$ cat src/hw/rtl/csr_sparse_matrix_entry_update_core_assert.svh
// Assertion macros for the sparse matrix entry update core.
// Depends on nothing; included by the top level.
`ifndef CSR_SPARSE_MATRIX_ENTRY_UPDATE_CORE_ASSERT_SVH
`define CSR_SPARSE_MATRIX_ENTRY_UPDATE_CORE_ASSERT_SVH
`ifndef NO_ASSERTIONS
`define CSMU_ASSERT_IMPL(label, clk, rst_n, prop) \
    label: assert property (@(posedge clk) disable iff (!rst_n) prop) \
        else $error("assertion failed");
`define CSMU_ASSERT_NEXT(label, clk, rst_n, a, b) \
    label: assert property (@(posedge clk) disable iff (!rst_n) (a) |=> (b)) \
        else $error("assertion failed");
`else
`define CSMU_ASSERT_IMPL(label, clk, rst_n, prop)
`define CSMU_ASSERT_NEXT(label, clk, rst_n, a, b)
`endif
`endif

$ cat src/hw/rtl/csmu_pkg.sv
// Shared types and constants for the sparse matrix entry update core.
// Depends on nothing.
package csmu_pkg;
    localparam int MAX_ROWS = 64;
    localparam int MAX_COLS = 1024;
    localparam int MAX_NONZEROS = 1024;
    localparam int VALUE_WIDTH = 32;
    localparam int RW = $clog2(MAX_ROWS);
    localparam int CW = $clog2(MAX_COLS);
    localparam int AW = $clog2(MAX_NONZEROS);
    localparam int NW = $clog2(MAX_NONZEROS + 1);
    localparam int RPW = $clog2(MAX_ROWS + 1);

    localparam logic [1:0] ST_OK = 2'd0;
    localparam logic [1:0] ST_RANGE = 2'd1;
    localparam logic [1:0] ST_FULL = 2'd2;

    localparam logic CFG_ROWS = 1'b0;
    localparam logic CFG_COLS = 1'b1;

    typedef struct packed {
        logic load;
        logic rd_lo;
        logic rd_hi;
        logic set_pos;
        logic rd_col;
        logic step_pos;
        logic overwrite;
        logic shift_rd;
        logic shift_wr;
        logic ins_write;
        logic ptr_clr;
        logic ptr_rd;
        logic ptr_update;
        logic done;
        logic [1:0] status;
    } t_cmd;

    typedef struct packed {
        logic range_err;
        logic search_end;
        logic found;
        logic greater;
        logic is_zero;
        logic full;
        logic shift_end;
        logic ptr_end;
    } t_stat;
endpackage

$ cat src/hw/rtl/csmu_ctrl.sv
// Controller state machine sequencing search, shift and pointer update.
// Depends on csmu_pkg.
module csmu_ctrl import csmu_pkg::*; (
    input  logic      i_clk,
    input  logic      i_rst_n,
    input  logic      i_start,
    input  t_stat     i_stat,
    output logic      o_busy,
    output t_cmd      o_cmd,
    output logic      o_done,
    output logic [1:0] o_status
);
    typedef enum logic [11:0] {
        S_CLR   = 12'b000000000001,
        S_IDLE  = 12'b000000000010,
        S_HI    = 12'b000000000100,
        S_LO    = 12'b000000001000,
        S_POS   = 12'b000000010000,
        S_READ  = 12'b000000100000,
        S_CMP   = 12'b000001000000,
        S_SRD   = 12'b000010000000,
        S_SWR   = 12'b000100000000,
        S_INS   = 12'b001000000000,
        S_PRD   = 12'b010000000000,
        S_PTR   = 12'b100000000000
    } t_state;
    t_state r_state, n_state;
    logic   r_done, n_done;
    logic [1:0] r_status, n_status;

    assign o_busy = (r_state != S_IDLE);
    assign o_done = r_done;
    assign o_status = r_status;

    always_comb begin
        n_state = r_state;
        n_done = 1'b0;
        n_status = r_status;
        o_cmd = '0;
        case (r_state)
            S_CLR: begin
                o_cmd.ptr_clr = 1'b1;
                if (i_stat.ptr_end) begin
                    n_state = S_IDLE;
                end
            end
            S_IDLE: begin
                if (i_start) begin
                    o_cmd.load = 1'b1;
                    if (i_stat.range_err) begin
                        n_done = 1'b1;
                        n_status = ST_RANGE;
                    end else begin
                        n_state = S_HI;
                    end
                end
            end
            S_HI: begin
                o_cmd.rd_hi = 1'b1;
                n_state = S_LO;
            end
            S_LO: begin
                o_cmd.rd_lo = 1'b1;
                n_state = S_POS;
            end
            S_POS: begin
                o_cmd.set_pos = 1'b1;
                n_state = S_READ;
            end
            S_READ: begin
                if (i_stat.search_end) begin
                    if (i_stat.is_zero) begin
                        n_done = 1'b1;
                        n_status = ST_OK;
                        n_state = S_IDLE;
                    end else if (i_stat.full) begin
                        n_done = 1'b1;
                        n_status = ST_FULL;
                        n_state = S_IDLE;
                    end else begin
                        o_cmd.rd_col = 1'b1;
                        n_state = S_SRD;
                    end
                end else begin
                    o_cmd.rd_col = 1'b1;
                    n_state = S_CMP;
                end
            end
            S_CMP: begin
                if (i_stat.found) begin
                    if (i_stat.is_zero) begin
                        n_state = S_SRD;
                    end else begin
                        o_cmd.overwrite = 1'b1;
                        n_done = 1'b1;
                        n_status = ST_OK;
                        n_state = S_IDLE;
                    end
                end else if (i_stat.greater) begin
                    if (i_stat.is_zero) begin
                        n_done = 1'b1;
                        n_status = ST_OK;
                        n_state = S_IDLE;
                    end else if (i_stat.full) begin
                        n_done = 1'b1;
                        n_status = ST_FULL;
                        n_state = S_IDLE;
                    end else begin
                        n_state = S_SRD;
                    end
                end else begin
                    o_cmd.step_pos = 1'b1;
                    n_state = S_READ;
                end
            end
            S_SRD: begin
                if (i_stat.shift_end) begin
                    n_state = i_stat.is_zero ? S_PRD : S_INS;
                end else begin
                    o_cmd.shift_rd = 1'b1;
                    n_state = S_SWR;
                end
            end
            S_SWR: begin
                o_cmd.shift_wr = 1'b1;
                n_state = S_SRD;
            end
            S_INS: begin
                o_cmd.ins_write = 1'b1;
                n_state = S_PRD;
            end
            S_PRD: begin
                o_cmd.ptr_rd = 1'b1;
                n_state = S_PTR;
            end
            S_PTR: begin
                o_cmd.ptr_update = 1'b1;
                if (i_stat.ptr_end) begin
                    o_cmd.done = 1'b1;
                    n_done = 1'b1;
                    n_status = ST_OK;
                    n_state = S_IDLE;
                end else begin
                    n_state = S_PRD;
                end
            end
            default: n_state = S_IDLE;
        endcase
        o_cmd.status = n_status;
    end

    always_ff @(posedge i_clk) begin
        if (!i_rst_n) begin
            r_state <= S_CLR;
            r_done <= 1'b0;
            r_status <= ST_OK;
        end else begin
            r_state <= n_state;
            r_done <= n_done;
            r_status <= n_status;
        end
    end
endmodule

$ cat config.mk
export PLATFORM = sky130hd
export DESIGN_NAME = csmu_ctrl
export DESIGN_NICKNAME = d
export VERILOG_FILES = /design/src/hw/rtl/csr_sparse_matrix_entry_update_core_assert.svh /design/src/hw/rtl/csmu_pkg.sv /design/src/hw/rtl/csmu_ctrl.sv
export SDC_FILE = /design/constraint.sdc
export NUM_CORES = 1
export LEC_CHECK = 0
export BUFFER_PORTS_ARGS = -buffer_cell sky130_fd_sc_hd__buf_2
export CAP_MARGIN = 15
export CORE_MARGIN = 3
export CORE_UTILIZATION = 45
export DETAILED_ROUTE_END_ITERATION = 8
export PLACE_DENSITY = 0.76
export SLEW_MARGIN = 30
export SYNTH_ARGS = -nofsm -noshare
export SYNTH_HDL_FRONTEND = slang
export SYNTH_SLANG_ARGS = --single-unit
$ cat constraint.sdc
create_clock -name i_clk -period 2.3 [get_ports i_clk]
set_clock_uncertainty 0.2 [all_clocks]
set_input_delay 0.46 -clock i_clk [delete_from_list [all_inputs] [get_ports i_clk]]
set_output_delay 0.46 -clock i_clk [all_outputs]
set_load 0.005 [all_outputs]
Yosys cells after proc, flatten, opt, wreduce, memory -nomap -nowiden. Index checks and enable logic that the tools add are counted.

Memories kept: 0. Logic and storage cells: 73. Output and inout port bits: 20. Input bits: 11. Flip-flop bits (word level): 15. ROM bits: 0. Bits in latches: 0. RAM bits: 0.

Multiplexer cells: 53. Eq/ne operators: 16. $mul: 0. Bitwise operators: 0. Shift operators: 0. Div/mod/pow operators: 0. $add $sub $neg: 0. Order comparisons: 0. Reduce and logical (&&, ||, !) cells: 1.

Operators by type and width (count): one-hot mux 12 bit (12 select lines) (1); two-way mux 12 bit (4); two-way mux 8 bit (5); two-way mux 11 bit (3); two-way mux 1 bit (27); two-way mux 2 bit (11); equality test 12 x 1 -> 1 bit (second input constant) (1); equality test 12 x 10 -> 1 bit (second input constant) (1); equality test 12 x 11 -> 1 bit (second input constant) (1); equality test 12 bit (second input constant) (1); equality test 12 x 2 -> 1 bit (second input constant) (1); equality test 12 x 3 -> 1 bit (second input constant) (1); equality test 12 x 4 -> 1 bit (second input constant) (1); equality test 12 x 5 -> 1 bit (second input constant) (1); equality test 12 x 6 -> 1 bit (second input constant) (1); equality test 12 x 7 -> 1 bit (second input constant) (1); equality test 12 x 8 -> 1 bit (second input constant) (1); equality test 12 x 9 -> 1 bit (second input constant) (1); inequality test 12 x 2 -> 1 bit (second input constant) (1); one-hot mux 2 bit (4 select lines) (1); inequality test 2 bit (second input constant) (3); one-hot mux 1 bit (4 select lines) (1); AND reduction 3 bit (1).

Logic depth before layout (Yosys ltp).
Depth in word-level cells: 5. Mapped depth: 8. Gate-level depth less buffers: 6.

Worst setup path after synthesis. No wires, ideal clock.

Kind: register to output. Start point: register r_state[9]. End point: output o_cmd[1] in the netlist's numbering. Stages on the path, launching flop included: 9. Data arrival time: 1.815 ns. Path buffers: 2. Required time: 1.640 ns. Setup slack: -0.175 ns. Cell sequence: dfxtp_1 buf_2 nor4_1 buf_2 and3_4 inv_2 o211a_2 o41ai_2 nand2_1.

RTL lines: start: declaration (line csmu_ctrl.sv:27) `t_state r_state, n_state;`; start signal: assignment (line csmu_ctrl.sv:158) `r_state <= n_state;`; end: declaration (line csmu_ctrl.sv:9) `output t_cmd o_cmd,`.

==> metrics.md <==
| Metric | Value |
|---|---|
| Asr flop ratio synth | 0% |
| Fraction of layout cells with a size suffix above 1 | 63.7% |
| Most numerous cell in the Yosys netlist | nor2_1 |
| Final hold violation count | 0 |
| Hold_buf cts | 0 |
| DR iter-0 viols | 131 |
| Dominant cell type by area after synthesis | dfxtp_1 |
| Failing checks | negative setup slack |
| Die height | 53.2 microns |
| Post-route insts no fill | ~230 |
| F_max | 357 MHz |
| Die W | 53.2 microns |
| Met1 Resource Use GR | between 30% and 40% |
| Maximum number of pins on one net before global-route repair | 9 |
| Antenna violations before repair | 0 |
| Commonest cells post-synth | nor2_1, dfxtp_1, nor3_1, nor3b_1 |
| Total number of vias | 1525 |
| Clk slew on worst S/H paths | 0.10 ns |
| Vias per cell | 6.69 |
| TNS Setup | -3.36 ns |
| Hold WC Path Type | in -> reg |
| Max-cap viol count | 0 |
| Cts bufs inserted | 3 |
| # DRC | 0 |
| Mapped Cells | 117 |
| Post-synth EDFFs | 0 |
| Final setup margin | -0.502 ns |
| Crit share post-route | 122% |
| Worst setup EP type | output port |
| Routed len/inst | 22.9 microns |
| Hold Startpoint | i_stat[6] |
| Port Buf Inserts | 30 |
| Met2 usage | 48.8% |
| Crit path max fanout | 3 |
| P&R area growth vs syn | 89.7% |
| First-pass GRT wire length | 5460 microns |
| Met3 Usage GRT | roughly 3.4% |
| Main synth FF type | dfxtp_1 |
| Clock H-tree levels | 1 |
| Placed cells | about 200 |
| Sequential area share after synthesis | approximately 30% |
| Total track usage | 26.6% |
| CTS Buffer Depth | 2 |
| Global placer's final weighted congestion | roughly 0.86 |
| Maximum vdd drop | 0.314 mV |
| Critical path class | reg -> out |
| 1st-pass router iterations | 6 |
| Critical Path Source | r_state[7]$_SDFFE_PN0P_ |
| Crit Reg-Reg Startpoint | r_state[2]$_SDFFE_PN0P_ |
| RSZ-0062 raised after global routing | yes |
| Most used routing layer | met2 |
| Post-Syn Area per Cell | 8.58 sq um |
| Crit path DAT | 2.14 ns |
| IO Pins | 31 |
| Seq cells post-synth | 15 |
| Clock Tree Root | clkbuf_4 |
| Min Tclk post-route | 2.80 ns |
| Nets | roughly 210 |
| Vias in the first global route | 1199 |
| Yosys warns | 0 |
| Synthesized Nets | around 130 |
| Cell variety after synth | between 40 and 50 |
| Pwr Density | 310 mW/mm^2 |
| Leakage power | 0.831 nW |
| Full die area | 0.00283 sq mm |
| WP data required | 1.64 ns |
| HPWL Detailed | roughly 2400 microns |
| Mapped Area | between 0.001 and 0.0015 sq mm |
| WHS | 0.220 ns |
| Final instance area | 0.00190 sq mm |
| Status | finished, violations left |
| Top post-synthesis cells by area | dfxtp_1, nor2_1, nor3b_1, nor4b_1, and3_1 |
| Area after DPL | about 0.0014 sq mm |
| Slew HR | 68.8% |
| Worst-Margin Slew | 0.462 ns |
| Slew Limit Fails | 0 |
| Top-area cell type share of the netlist area | 29.9% |
| Initial Util | between 40 and 50% |
| CP Launch Type | register |
| Clk sinks | 15 |
| Antenna-violating nets left | 0 |
| Global route overflow | 0 |
| Rows | 16 |
| Clock tree from TritonCTS | yes |
| WL final | 5220 microns |
| Core Box Area | 0.00204 sq mm |
| Antenna cells | 0 |
| Clock latency at the later pin of the worst-skew pair | 0.29 ns |
| Endpoints failing setup | 17 |
## path summary, 6_finish.rpt
| check | to | slack (ns) | cells after the start |
|---|---|---|---|
| worst min-delay path | r_state[6]$_SDFFE_PN0P_ | 0.22 | 2 |
| worst max-delay path | o_cmd[1] | -0.50 | 8 |
| worst max register to register | r_state[1]$_SDFFE_PN0P_ | 0 | 8 |
| worst min register to register | o_status[0]$_SDFF_PN0_ | 0.45 | 2 |
## per-layer routing
| metal | wire length (microns) | part of all wire, % | vias up |
|---|---|---|---|
| li1 | - | - | 619 |
| met1 | 1790 | 34 | 702 |
| met2 | 2510 | 48 | 153 |
| met3 | 596 | 11 | 51 |
| met4 | 313 | 6.0 | 0 |
| met5 | 0 | 0 | - |
## power breakdown
group | switching, W | internal [W]
clock network | 0.0000954 | 0.0000674
registers | 0.00000705 | 0.000262
logic | 0.0000845 | 0.0000731
## critical path, stage by stage, from the launching register on
cell	delay, ns
dfxtp_2	0.35
buf_4	0.14
nor4_4	0.35
and3_4	0.26
inv_2	0.05
o211a_4	0.14
o41ai_4	0.34
nand2_1	0.09
buf_2	0.13
## timing repair
action | CTS | global route
endpoints found under the setup margin | 15 | 18
buffers inserted | 10 | 15
pin swaps | 14 | 16
resized for setup | 32 | 32
## registers in the layout (all words and copies together), names as in the netlist
register / count
o_status: 2
r_state: 12
o_done: 1
## metrics by stage
step	total power, W	setup WS, ns	utilization, %
2_1_floorplan	0.000329	-0.0390	-
3_3_place_gp	0.000377	-0.153	69.7
3_5_place_dp	0.000380	-0.137	69.7
4_1_cts	0.000543	-0.383	81.8
5_1_grt	0.000602	-0.585	93.2
6_report	0.000589	-0.502	93.2
## layout by cell type, fill, tap and decap left out, types with 2 or more instances in the layout
master,netlist,routed
a21oi_1,4,4
and3_1,6,2
and3_4,1,5
and4b_1,2,2
buf_2,2,25
buf_4,0,46
buf_6,1,12
clkbuf_4,0,3
dfxtp_1,15,7
dfxtp_2,0,5
dfxtp_4,0,3
inv_1,4,4
nand2_1,4,3
nand2b_1,3,3
nand3_1,4,2
nand3_2,1,2
nor2_1,17,14
nor2_4,0,2
nor3_1,7,4
nor3_4,0,2
nor3b_1,7,5
nor4_4,1,4
nor4b_1,6,3
nor4b_4,0,2
o21a_1,3,3
o31a_1,2,2
or2_1,3,2
xnor2_1,2,2
## layout make-up
cell class / instances / area (sq um)
multi-input cells: 94 / 901
repair buffers: 83 / 606
flip-flops and latches: 15 / 318
fillers: 69 / 139
well taps: 27 / 33.8
clock buffers: 4 / 26.3
inverters: 5 / 18.8
## kinds of logic (layout without fill, tap and decap cells)
group / Yosys count / after routing / share of synthesized area [%]
AND/OR/NAND/NOR: 71 / 71 / 45.1
flip-flops: 15 / 15 / 29.9
XOR/XNOR: 3 / 3 / 2.62
AO/OA/AOI/OAI: 20 / 20 / 18.3
buffers and inverters: 8 / 92 / 3.99
(Power assumes the default switching activity.)
